==> config.mk <==
export PLATFORM = sky130hd
export DESIGN_NAME = pfb_ctrl
export DESIGN_NICKNAME = d
export VERILOG_FILES = /design/src/rtl/core/pfb_pkg.sv /design/src/rtl/core/pfb_ctrl.sv
export SDC_FILE = /design/constraint.sdc
export NUM_CORES = 1
export LEC_CHECK = 0
export BUFFER_PORTS_ARGS = -buffer_cell sky130_fd_sc_hd__buf_2
export CAP_MARGIN = 30
export CORE_UTILIZATION = 50
export CTS_CLUSTER_SIZE = 12
export DETAILED_ROUTE_END_ITERATION = 7
export MAX_ROUTING_LAYER = met4
export PLACE_DENSITY = 0.69
export SETUP_SLACK_MARGIN = 0.5
export SYNTH_ARGS = -nofsm -noshare
export SYNTH_HDL_FRONTEND = slang
export SYNTH_SLANG_ARGS = --single-unit
==> constraint.sdc <==
create_clock -name i_clk -period 10.5 [get_ports i_clk]
set_input_delay 0.525 -clock i_clk [delete_from_list [all_inputs] [get_ports i_clk]]
set_output_delay 0.525 -clock i_clk [all_outputs]
set_load 0.005 [all_outputs]
==> src/rtl/core/pfb_pkg.sv <==
// Package for the page framebuffer blitter: sizes, command and mode codes,
// the controller-to-datapath command struct and the datapath status struct.
// No dependencies.
`timescale 1ns / 1ps
package pfb_pkg;
    localparam int DisplayWidth  = 128;
    localparam int DisplayHeight = 64;
    localparam int BitmapDepth   = 1024;
    localparam int PageCount     = (DisplayHeight + 7) / 8;
    localparam int FrameBytes    = DisplayWidth * PageCount;
    localparam int FrameAw       = 10;
    localparam int BitmapAw      = $clog2(BitmapDepth);

    typedef enum logic [2:0] {
        CMD_CLEAR = 3'd0,
        CMD_PIXEL = 3'd1,
        CMD_LOAD  = 3'd2,
        CMD_BLIT  = 3'd3,
        CMD_READ  = 3'd4
    } t_cmd;

    typedef enum logic [1:0] {
        MODE_WHITE   = 2'd0,
        MODE_BLACK   = 2'd1,
        MODE_INVERSE = 2'd2,
        MODE_NORMAL  = 2'd3
    } t_mode;

    typedef struct packed {
        logic                frame_rd;
        logic [FrameAw-1:0]  frame_rd_addr;
        logic                bitmap_rd;
        logic [BitmapAw-1:0] bitmap_rd_addr;
        logic                bitmap_wr;
        logic [BitmapAw-1:0] bitmap_wr_addr;
        logic [7:0]          bitmap_wr_data;
    } t_dp_cmd;

    typedef struct packed {
        logic [7:0] frame_q;
        logic [7:0] bitmap_q;
    } t_dp_stat;
endpackage

==> src/rtl/core/pfb_ctrl.sv <==
// Controller of the page framebuffer blitter: command decode, clearing pass,
// read-modify-write sequencing of pixels and blits. Depends on pfb_pkg.
`timescale 1ns / 1ps
module pfb_ctrl (
    input  logic                         i_clk,
    input  logic                         i_rst_n,
    input  logic                         i_s_valid,
    output logic                         o_s_ready,
    input  logic [2:0]                   i_command,
    input  logic signed [7:0]            i_pos_x,
    input  logic signed [7:0]            i_pos_y,
    input  logic [7:0]                   i_width,
    input  logic [7:0]                   i_height,
    input  logic [1:0]                   i_mode,
    input  logic [7:0]                   i_data_byte,
    input  logic [9:0]                   i_address,
    output logic                         o_m_valid,
    input  logic                         i_m_ready,
    output logic [7:0]                   o_read_data,
    output logic                         o_skipped,
    output pfb_pkg::t_dp_cmd             o_cmd,
    output logic                         o_fwr,
    output logic [pfb_pkg::FrameAw-1:0]  o_fwr_addr,
    output logic [7:0]                   o_fwr_data,
    input  pfb_pkg::t_dp_stat            i_stat
);
    import pfb_pkg::*;

    typedef enum logic [6:0] {
        S_INIT  = 7'b0000001,
        S_IDLE  = 7'b0000010,
        S_CLR   = 7'b0000100,
        S_PIXRD = 7'b0001000,
        S_PIXWR = 7'b0010000,
        S_BRD   = 7'b0100000,
        S_BWR   = 7'b1000000
    } t_state;

    localparam int PgW = $clog2(PageCount + 1);
    localparam int ColW = $clog2(DisplayWidth + 1);

    t_state r_state, n_state;
    logic [FrameAw:0] r_ccnt;
    logic [7:0] r_cval;
    logic r_ovalid;
    logic [7:0] r_rdata;
    logic r_skip;
    logic r_rdpend;
    logic [7:0] r_pmask;
    logic [1:0] r_mode;
    logic [FrameAw-1:0] r_addr;
    logic signed [9:0] r_px, r_py;
    logic [7:0] r_w;
    logic [ColW-1:0] r_x, r_x0, r_x1;
    logic [PgW-1:0] r_pg, r_pg1;
    logic [6:0] r_y0, r_y1;
    logic [7:0] r_bq2;
    logic r_lo_ok, r_hi_ok, r_lo_in, r_hi_in;
    logic [BitmapAw:0] r_idx_lo;
    logic [2:0] r_sh;
    logic [1:0] r_bph;

    wire out_free = !r_ovalid || i_m_ready;
    assign o_s_ready = (r_state == S_IDLE) && out_free;
    wire acc = i_s_valid && o_s_ready;

    assign o_m_valid = r_ovalid;
    assign o_read_data = r_rdpend ? i_stat.frame_q : r_rdata;
    assign o_skipped = r_skip;

    // Blit geometry at acceptance.
    logic signed [9:0] a_px, a_py, a_x1, a_y1, a_x0, a_y0;
    always_comb begin
        a_px = 10'(i_pos_x);
        a_py = 10'(i_pos_y);
        a_x0 = a_px < 0 ? 10'sd0 : a_px;
        a_y0 = a_py < 0 ? 10'sd0 : a_py;
        a_x1 = a_px + $signed({2'b0, i_width});
        a_y1 = a_py + $signed({2'b0, i_height});
        if (a_x1 > DisplayWidth) a_x1 = 10'(DisplayWidth);
        if (a_y1 > DisplayHeight) a_y1 = 10'(DisplayHeight);
    end
    wire blit_empty = (a_x0 >= a_x1) || (a_y0 >= a_y1);
    wire pix_off = i_pos_x < 0 || i_pos_y < 0 || 10'(i_pos_x) >= DisplayWidth
                   || 10'(i_pos_y) >= DisplayHeight;

    // Blit byte geometry for the current page and column.
    logic [7:0] g_mask;
    logic signed [9:0] g_rtop;
    logic [9:0] g_ptop;
    logic [FrameAw-1:0] g_faddr;
    always_comb begin
        g_ptop = {3'b000, r_pg, 3'b000};
        g_mask = 8'hFF;
        for (int b = 0; b < 8; b++) begin
            if (g_ptop + 10'(b) < 10'(r_y0) || g_ptop + 10'(b) >= 10'(r_y1))
                g_mask[b] = 1'b0;
        end
        g_rtop = $signed(g_ptop) - r_py;
        g_faddr = FrameAw'(r_pg * DisplayWidth + r_x);
    end

    // Bitmap byte indexes for the two bitmap pages that feed one frame byte.
    logic signed [9:0] g_rlo;
    logic [6:0] g_blo;
    logic [BitmapAw+8:0] g_ilo_w, g_ihi_w;
    logic [7:0] g_c;
    always_comb begin
        g_rlo = g_rtop;
        g_blo = 7'(g_rlo >>> 3);
        g_c = 8'(10'(r_x) - r_px);
        g_ilo_w = (BitmapAw+9)'(g_blo) * r_w + g_c;
        g_ihi_w = (BitmapAw+9)'(7'(g_blo + 7'd1)) * r_w + g_c;
    end

    // Merge of the new bits.
    logic [15:0] m_pair;
    logic [7:0] m_bits, m_new;
    always_comb begin
        m_pair = {(r_hi_ok ? r_bq2 : 8'h00), (r_lo_ok ? i_stat.bitmap_q : 8'h00)};
        m_bits = 8'(m_pair >> r_sh);
        m_new = m_bits;
        case (r_mode)
            MODE_WHITE:   m_new = 8'hFF;
            MODE_BLACK:   m_new = 8'h00;
            MODE_INVERSE: m_new = ~m_bits;
            default:      m_new = m_bits;
        endcase
    end

    // Bitmap read sequencing uses a two-read phase counter in S_BRD.
    always_comb begin
        o_cmd = '0;
        o_fwr = 1'b0;
        o_fwr_addr = r_addr;
        o_fwr_data = 8'h00;
        n_state = r_state;
        case (r_state)
            S_INIT: begin
                o_fwr = 1'b1;
                o_fwr_addr = FrameAw'(r_ccnt);
                o_fwr_data = 8'h00;
                if (r_ccnt == (FrameAw+1)'((1 << FrameAw) - 1)) n_state = S_IDLE;
            end
            S_IDLE: begin
                if (acc) begin
                    case (i_command)
                        CMD_CLEAR: if (i_mode == MODE_WHITE || i_mode == MODE_BLACK)
                            n_state = S_CLR;
                        CMD_PIXEL: if (!pix_off && i_mode != MODE_NORMAL)
                            n_state = S_PIXRD;
                        CMD_LOAD: begin
                            o_cmd.bitmap_wr = 1'b1;
                            o_cmd.bitmap_wr_addr = BitmapAw'(i_address);
                            o_cmd.bitmap_wr_data = i_data_byte;
                        end
                        CMD_BLIT: if (!blit_empty) n_state = S_BRD;
                        CMD_READ: begin
                            o_cmd.frame_rd = 1'b1;
                            o_cmd.frame_rd_addr = i_address;
                        end
                        default: ;
                    endcase
                end
            end
            S_CLR: begin
                o_fwr = 1'b1;
                o_fwr_addr = FrameAw'(r_ccnt);
                o_fwr_data = r_cval;
                if (r_ccnt == (FrameAw+1)'(FrameBytes - 1)) n_state = S_IDLE;
            end
            S_PIXRD: begin
                o_cmd.frame_rd = 1'b1;
                o_cmd.frame_rd_addr = r_addr;
                n_state = S_PIXWR;
            end
            S_PIXWR: begin
                o_fwr = 1'b1;
                case (r_mode)
                    MODE_WHITE: o_fwr_data = i_stat.frame_q | r_pmask;
                    MODE_BLACK: o_fwr_data = i_stat.frame_q & ~r_pmask;
                    default:    o_fwr_data = i_stat.frame_q ^ r_pmask;
                endcase
                n_state = S_IDLE;
            end
            S_BRD: begin
                case (r_bph)
                    2'd0: begin
                        o_cmd.bitmap_rd = 1'b1;
                        o_cmd.bitmap_rd_addr = BitmapAw'(g_ihi_w);
                    end
                    2'd1: begin
                        o_cmd.bitmap_rd = 1'b1;
                        o_cmd.bitmap_rd_addr = BitmapAw'(r_idx_lo);
                        o_cmd.frame_rd = 1'b1;
                        o_cmd.frame_rd_addr = g_faddr;
                    end
                    default: n_state = S_BWR;
                endcase
            end
            S_BWR: begin
                o_fwr = 1'b1;
                o_fwr_addr = g_faddr;
                o_fwr_data = (i_stat.frame_q & ~g_mask) | (m_new & g_mask);
                if (r_x + 1'b1 == r_x1 && r_pg + 1'b1 == r_pg1) n_state = S_IDLE;
                else n_state = S_BRD;
            end
            default: n_state = S_IDLE;
        endcase
    end

    always_ff @(posedge i_clk) begin
        if (!i_rst_n) begin
            r_state <= S_INIT;
            r_ccnt <= '0;
            r_ovalid <= 1'b0;
            r_rdpend <= 1'b0;
            r_bph <= '0;
        end else begin
            r_state <= n_state;
            if (o_m_valid && i_m_ready) begin
                r_ovalid <= 1'b0;
            end
            if (r_rdpend) begin
                r_rdata <= i_stat.frame_q;
                r_rdpend <= 1'b0;
            end
            if (r_state == S_INIT || r_state == S_CLR) r_ccnt <= r_ccnt + 1'b1;
            if (r_state == S_BRD) begin
                r_bph <= r_bph + 1'b1;
                if (r_bph == 2'd1) r_bq2 <= i_stat.bitmap_q;
            end
            if (r_state == S_BWR) begin
                r_bph <= '0;
                if (r_x + 1'b1 == r_x1) begin
                    r_x <= r_x0;
                    r_pg <= r_pg + 1'b1;
                end else begin
                    r_x <= r_x + 1'b1;
                end
            end
            if (acc) begin
                r_ovalid <= 1'b1;
                r_rdata <= 8'h00;
                r_skip <= 1'b0;
                r_mode <= i_mode;
                r_ccnt <= '0;
                r_bph <= '0;
                r_cval <= (i_mode == MODE_WHITE) ? 8'hFF : 8'h00;
                r_addr <= FrameAw'((10'(i_pos_y) >> 3) * DisplayWidth + 10'(i_pos_x));
                r_pmask <= 8'(1) << i_pos_y[2:0];
                r_px <= a_px;
                r_py <= a_py;
                r_w <= i_width;
                r_x0 <= ColW'(a_x0);
                r_x <= ColW'(a_x0);
                r_x1 <= ColW'(a_x1);
                r_y0 <= 7'(a_y0);
                r_y1 <= 7'(a_y1);
                r_pg <= PgW'(a_y0 >>> 3);
                r_pg1 <= PgW'((a_y1 + 10'sd7) >>> 3);
                if (i_command == CMD_PIXEL) r_skip <= pix_off;
                if (i_command == CMD_BLIT) r_skip <= blit_empty;
                if (i_command == CMD_READ) begin
                    r_rdpend <= ({1'b0, i_address} < 11'(FrameBytes));
                end
            end
        end
    end

    // Bitmap index registers for the upcoming byte; shift and range flags.
    logic signed [9:0] g_rbot;
    always_comb g_rbot = g_rtop + 10'sd7;
    always_ff @(posedge i_clk) begin
        if (r_state == S_BRD && r_bph == 2'd0) begin
            // Low part comes from bitmap page of g_rtop, high from the next.
            r_idx_lo <= (BitmapAw+1)'(g_ilo_w);
            r_sh <= 3'(g_rtop);
            r_lo_in <= g_ilo_w < (BitmapAw+9)'(BitmapDepth) && g_rtop >= -10'sd7
                       && g_rtop < 10'sd256;
            r_hi_in <= g_ihi_w < (BitmapAw+9)'(BitmapDepth);
        end
        r_lo_ok <= r_lo_in;
        r_hi_ok <= r_hi_in && (g_rbot >= 10'sd0) && (g_rtop[2:0] != 3'd0);
    end
endmodule

-- Word level (Yosys, flattened, before mapping)
Index checks and enable logic that the tools add are counted.
- $add $sub $neg: 22
- multipliers: 2
- magnitude comparators: 29
- eq/ne operators: 26
- shift operators: 2
- muxes and demuxes: 50
- bitwise operators: 10
- reduce and logical (&&, ||, !) cells: 45
- operators by type and width (cell ; number):
    less-than comparator 10 x 7 -> 1 bit ; 7
    two-way mux 19 bit ; 3
    >= comparator 8 x 7 -> 1 bit ; 7
    two-way mux 8 bit ; 7
    one-hot mux 8 bit (3 select lines) ; 2
    two-way mux 11 bit ; 4
    two-way mux 7 bit ; 6
    two-way mux 10 bit ; 4
    one-hot mux 7 bit (5 select lines) ; 1
    one-hot mux 11 bit (3 select lines) ; 1
    adder 15 x 8 -> 16 bit ; 2
    adder 7 x 3 -> 8 bit (second input constant) ; 4
    less-than comparator 16 x 11 -> 1 bit (second input constant) ; 2
    multiplier 7 x 8 -> 15 bit ; 2
    bitwise AND 8 bit ; 3
    inverter 8 bit ; 3
    one-hot mux 11 bit (2 select lines) ; 1
    one-hot mux 7 bit (3 select lines) ; 1
    adder 10 x 8 -> 10 bit ; 2
    adder 8 x 9 -> 10 bit ; 2
    >= comparator 10 bit ; 2
    one-hot mux 10 bit (2 select lines) ; 1
    adder 7 x 2 -> 8 bit (second input constant) ; 2
    less-than comparator 8 x 1 -> 1 bit (second input constant) ; 2
    60 further kinds ; 115
- flip-flop bits (word level): 154
- logic and storage cells: 214

-- Logic depth before layout (Yosys ltp)
- depth in word-level cells: 10
- mapped depth: 26
- depth with buffers taken out: 25

-- Worst setup path before layout
OpenSTA, ideal clock, no wires.
- kind: reg2reg
- start: register r_pg[0]
- end: register r_hi_in (data pin)
- library setup time: 180 ps
- data arrival time: 6155 ps
- required time: 10320 ps
- path slack: 4165 ps
- stages on the path, launching flop included: 24
- path buffers: 1
- period minus slack after synthesis: 6335 ps
- cells stage by stage: edfxtp_1 ha_1 and3b_1 nor2_1 xnor2_1 clkbuf_1 ha_1 nand3_1 xnor2_1 and2_1 fa_1 fa_1 fa_1 inv_1 fa_1 inv_1 ha_1 or4_1 o21ai_0 o31ai_1 a21oi_1 mux2_2 nand3_1 a221oi_1
- longest elaborated chain between the ends: 5
- RTL lines (what ; line ; source):
    from (decl) ; pfb_ctrl.sv:55 ; logic [PgW-1:0] r_pg, r_pg1;
    from (signal assigned) ; pfb_ctrl.sv:237 ; r_pg <= r_pg + 1'b1;
    from (signal assigned) ; pfb_ctrl.sv:260 ; r_pg <= PgW'(a_y0 >>> 3);
    subtractor 8 x 8 -> 9 bit ; pfb_ctrl.sv:99 ; g_rtop = $signed(g_ptop) - r_py;
    adder 6 x 2 -> 7 bit ; pfb_ctrl.sv:113 ; g_ihi_w = (BitmapAw+9)'(7'(g_blo + 7'd1)) * r_w + g_c;
    multiplier 7 x 8 -> 15 bit ; pfb_ctrl.sv:113 ;
    adder 15 x 8 -> 16 bit ; pfb_ctrl.sv:113 ;
    less-than comparator 16 x 11 -> 1 bit ; pfb_ctrl.sv:281 ; r_hi_in <= g_ihi_w < (BitmapAw+9)'(BitmapDepth);
    to (signal assigned) ; pfb_ctrl.sv:281 ;
    to (decl) ; pfb_ctrl.sv:58 ; logic r_lo_ok, r_hi_ok, r_lo_in, r_hi_in;
No other way between the ends.
A chain may end at the register's enable or synchronous reset.

==> flow_summary.toml <==
[floorplanning]
num_rows = 60
io_pins = 146
core_um2 = 27180
die_w_um = 169.1
die-area_um2 = 28580
start_util_pct = 51.35
fp.dieH_um = 169.1

[pwr]
leakage_uw = 0.007311
peakVddDrop_mv = 0.1315
pwr_density_cell_nw_per_um2 = 194.5
power_uw = 3053

[clock_network]
cts_buffer_depth = 2
cts_root_buf = "clkbuf_16"
cts_hold_buf = 0
clk_pin_slew_ns = 0.06
cts-resized-gates = 0
clk-insertion-delay-late_ns = 0.43
cts_tree = "yes"
clock_sinks = 138
post_cts_buffers = 0
cts_max_level = 4
cts_buffers = 17

[grt]
first_global_vias = 11080
grtUsageMet2_pct = 43.86
grt_pass1_wl_mm = 57.66
gr-usage-met1_pct = 34.35
antenna_found_initial = 0
track_usage_pct = 26.79
gr-total-overflow = 0
top_usage_layer = "met2"
grtUsageMet3_pct = 3.951
grt_max_degree = 59

[placed_design]
dp_hpwl_mm = 28.89
io_buffers = 145
numPlacedInstances = 1970
place_area_um2 = 15090
gp_congestion = 0.8994

[setup_path]
critPathCaptureType = "output pin"
cp_max_fo = 10
start_kind = "register"
crit_slowest_cell = "fa_1"
critPathKind = "register to output pin"
crit_buf_inv = 4
worstPathArrival_ns = 6.87
crit_required_ns = 9.98
crit_top_cell = "fa_1"
critPathTopFamily = "adder cells"
worst-r2r-setup-slack_ns = 3.35
cpPeakStageDelay_ns = 0.55
cp_cell_sequence = "ha_1, nor4b_2, o31a_1, o311a_1, and3_4, nand3_2, xnor2_1, nand2_1, fa_1, fa_1, inv_1, fa_1, inv_1, fa_1, inv_1, ha_1, o21ai_0, nand2_1, o41a_1, o21ai_0, xnor2_1, a22o_1, buf_2"

[logic_synthesis]
yosys-top-cells-count = "inv_1, ha_1, and2_1, edfxtp_1, nand2_1"
synth.distinct_cells = 81
postSynthAreaPerCell_um2 = 9.384
seq_area_frac_synth_pct = 27.97
synth_top_area_cell = "edfxtp_1"
ys_ff_latch = 138
synth_ff_type = "edfxtp_1"
synthesis.yosys.warnings = 0
async_reset_ff_share_pct = 0
postSynthCellCount = 1487
synth.most_common_cell = "inv_1"
syn_area_um2 = 13950
synth_area_leaders = "edfxtp_1, ha_1, fa_1"
syn_nets = 1798
synth_edf_count = 114
synth_top_area_share_pct = 24.53

[sta]
worstMarginPinSlew_ns = 0.9209
setup_viol = 0
fmax_mhz = 135.2
slew_headroom_pct = 38.23
rsz0062_at_grt = "no"
fin_worst_skew_ns = 0.009313
drv_slew = 0
hold_viol = 0
period_share_pct = 70.42
fin_crit_ns = 7.394
fin_setup_tns_ns = 0

[drt]
drt_iter0_drc = 853
num_vias = 11340
drc = 0
first_pass_iters = 8
wl_per_cell_um = 18.26
antenna_left = 0
finalWirelength_mm = 36.55
vias_per_cell = 5.663

[layout]
syn2layout_area_growth_pct = 12.51
n_antenna_cell = 0
layout-drive-gt1-share_pct = 14.11
final_cell_area_um2 = 15700
stdcell_count = 2002
nNetsFinal = 1928
nFillCells = 2422

[worst_hold_path]
hold_path_class = "input pin to register"

[flow_run]
cap_violations = 0

[outcome]
status = "finished, final reports clean"
-- kinds of logic (layout without fill, tap and decap cells) --
| logic type | after synthesis | count (layout) | share of synthesized area (%) |
|---|---|---|---|
| simple gates | 477 | 477 | 18.39 |
| compound gates | 264 | 264 | 13.06 |
| buf+inv | 252 | 395 | 6.895 |
| fa+ha+maj | 236 | 236 | 25.30 |
| flops | 138 | 138 | 27.97 |
| xor+xnor | 82 | 82 | 5.147 |
| mux | 38 | 38 | 3.228 |
-- final timing paths --
kind | startpoint | end | cells past startpoint
min | i_stat[0] | r_bq2[0] | 1
min reg2reg | r_lo_in | r_lo_ok | 0
max | r_pg[0] | o_cmd[28] | 23
max reg2reg | r_pg[0] | r_hi_in | 22
-- layout by cell type (no fill, tap or decap), drive strengths merged, types with 22 or more instances in the layout --
master	synthesis	final
nand2	108	108
inv	202	205
nor3	24	24
fa	77	77
ha	159	159
and2	114	114
dfxtp	24	24
edfxtp	114	114
xnor2	55	55
a21o	22	22
a21oi	58	58
buf	9	161
nor2	76	76
xor2	27	27
o21ai	51	51
nand3	33	33
-- cell type report --
type	count	area, um2	share of cell area [%]
multi-input cells	1097	9107	58.01
clock buffers	21	504.2	3.212
inverters	202	758.2	4.829
well taps	372	465.4	2.965
repair buffers	161	858.3	5.467
flip-flops and latches	138	3904	24.86
clock inverters	11	102.6	0.6535
-- state kept, by name, summed over array words and instances, names as in the netlist, 7 cells and up --
name / flops
r_x1: 8
r_pmask: 8
r_y1: 7
r_state: 7
r_bq2: 7
r_x: 8
r_ccnt: 11
r_py: 8
r_idx_lo: 10
r_rdata: 8
r_addr: 10
r_y0: 7
r_w: 8
r_x0: 7
-- per-layer routing --
| layer | vias up | share of wire [%] |
|---|---|---|
| li1 | 5451 | - |
| met1 | 5463 | 45 |
| met2 | 357 | 47 |
| met3 | 66 | 5.1 |
| met4 | 0 | 2.3 |
| met5 | - | 0 |
-- stage by stage --
| stage | worst slack [ns] | utilization [%] | hold WS, ns |
|---|---|---|---|
| 2_1_floorplan | 4.165 | - | 0.3233 |
| 3_3_place_gp | 3.542 | 55.35 | 0.3243 |
| 3_5_place_dp | 3.334 | 55.54 | 0.3269 |
| 4_1_cts | 3.080 | 57.77 | 0.2776 |
| 5_1_grt | 2.606 | 57.77 | 0.2752 |
| 6_report | 3.106 | 57.77 | 0.2895 |
-- report_power, final --
part | switching [uW] | leakage, uW | total (uW) | internal [uW]
combinational | 970 | 0.00577 | 1700 | 727
sequential | 50.3 | 0.00124 | 731 | 681
clock | 255 | 0.000303 | 625 | 371
total | 1270 | 0.00731 | 3050 | 1780
No activity file was read; power rests on OpenSTA's default activity.
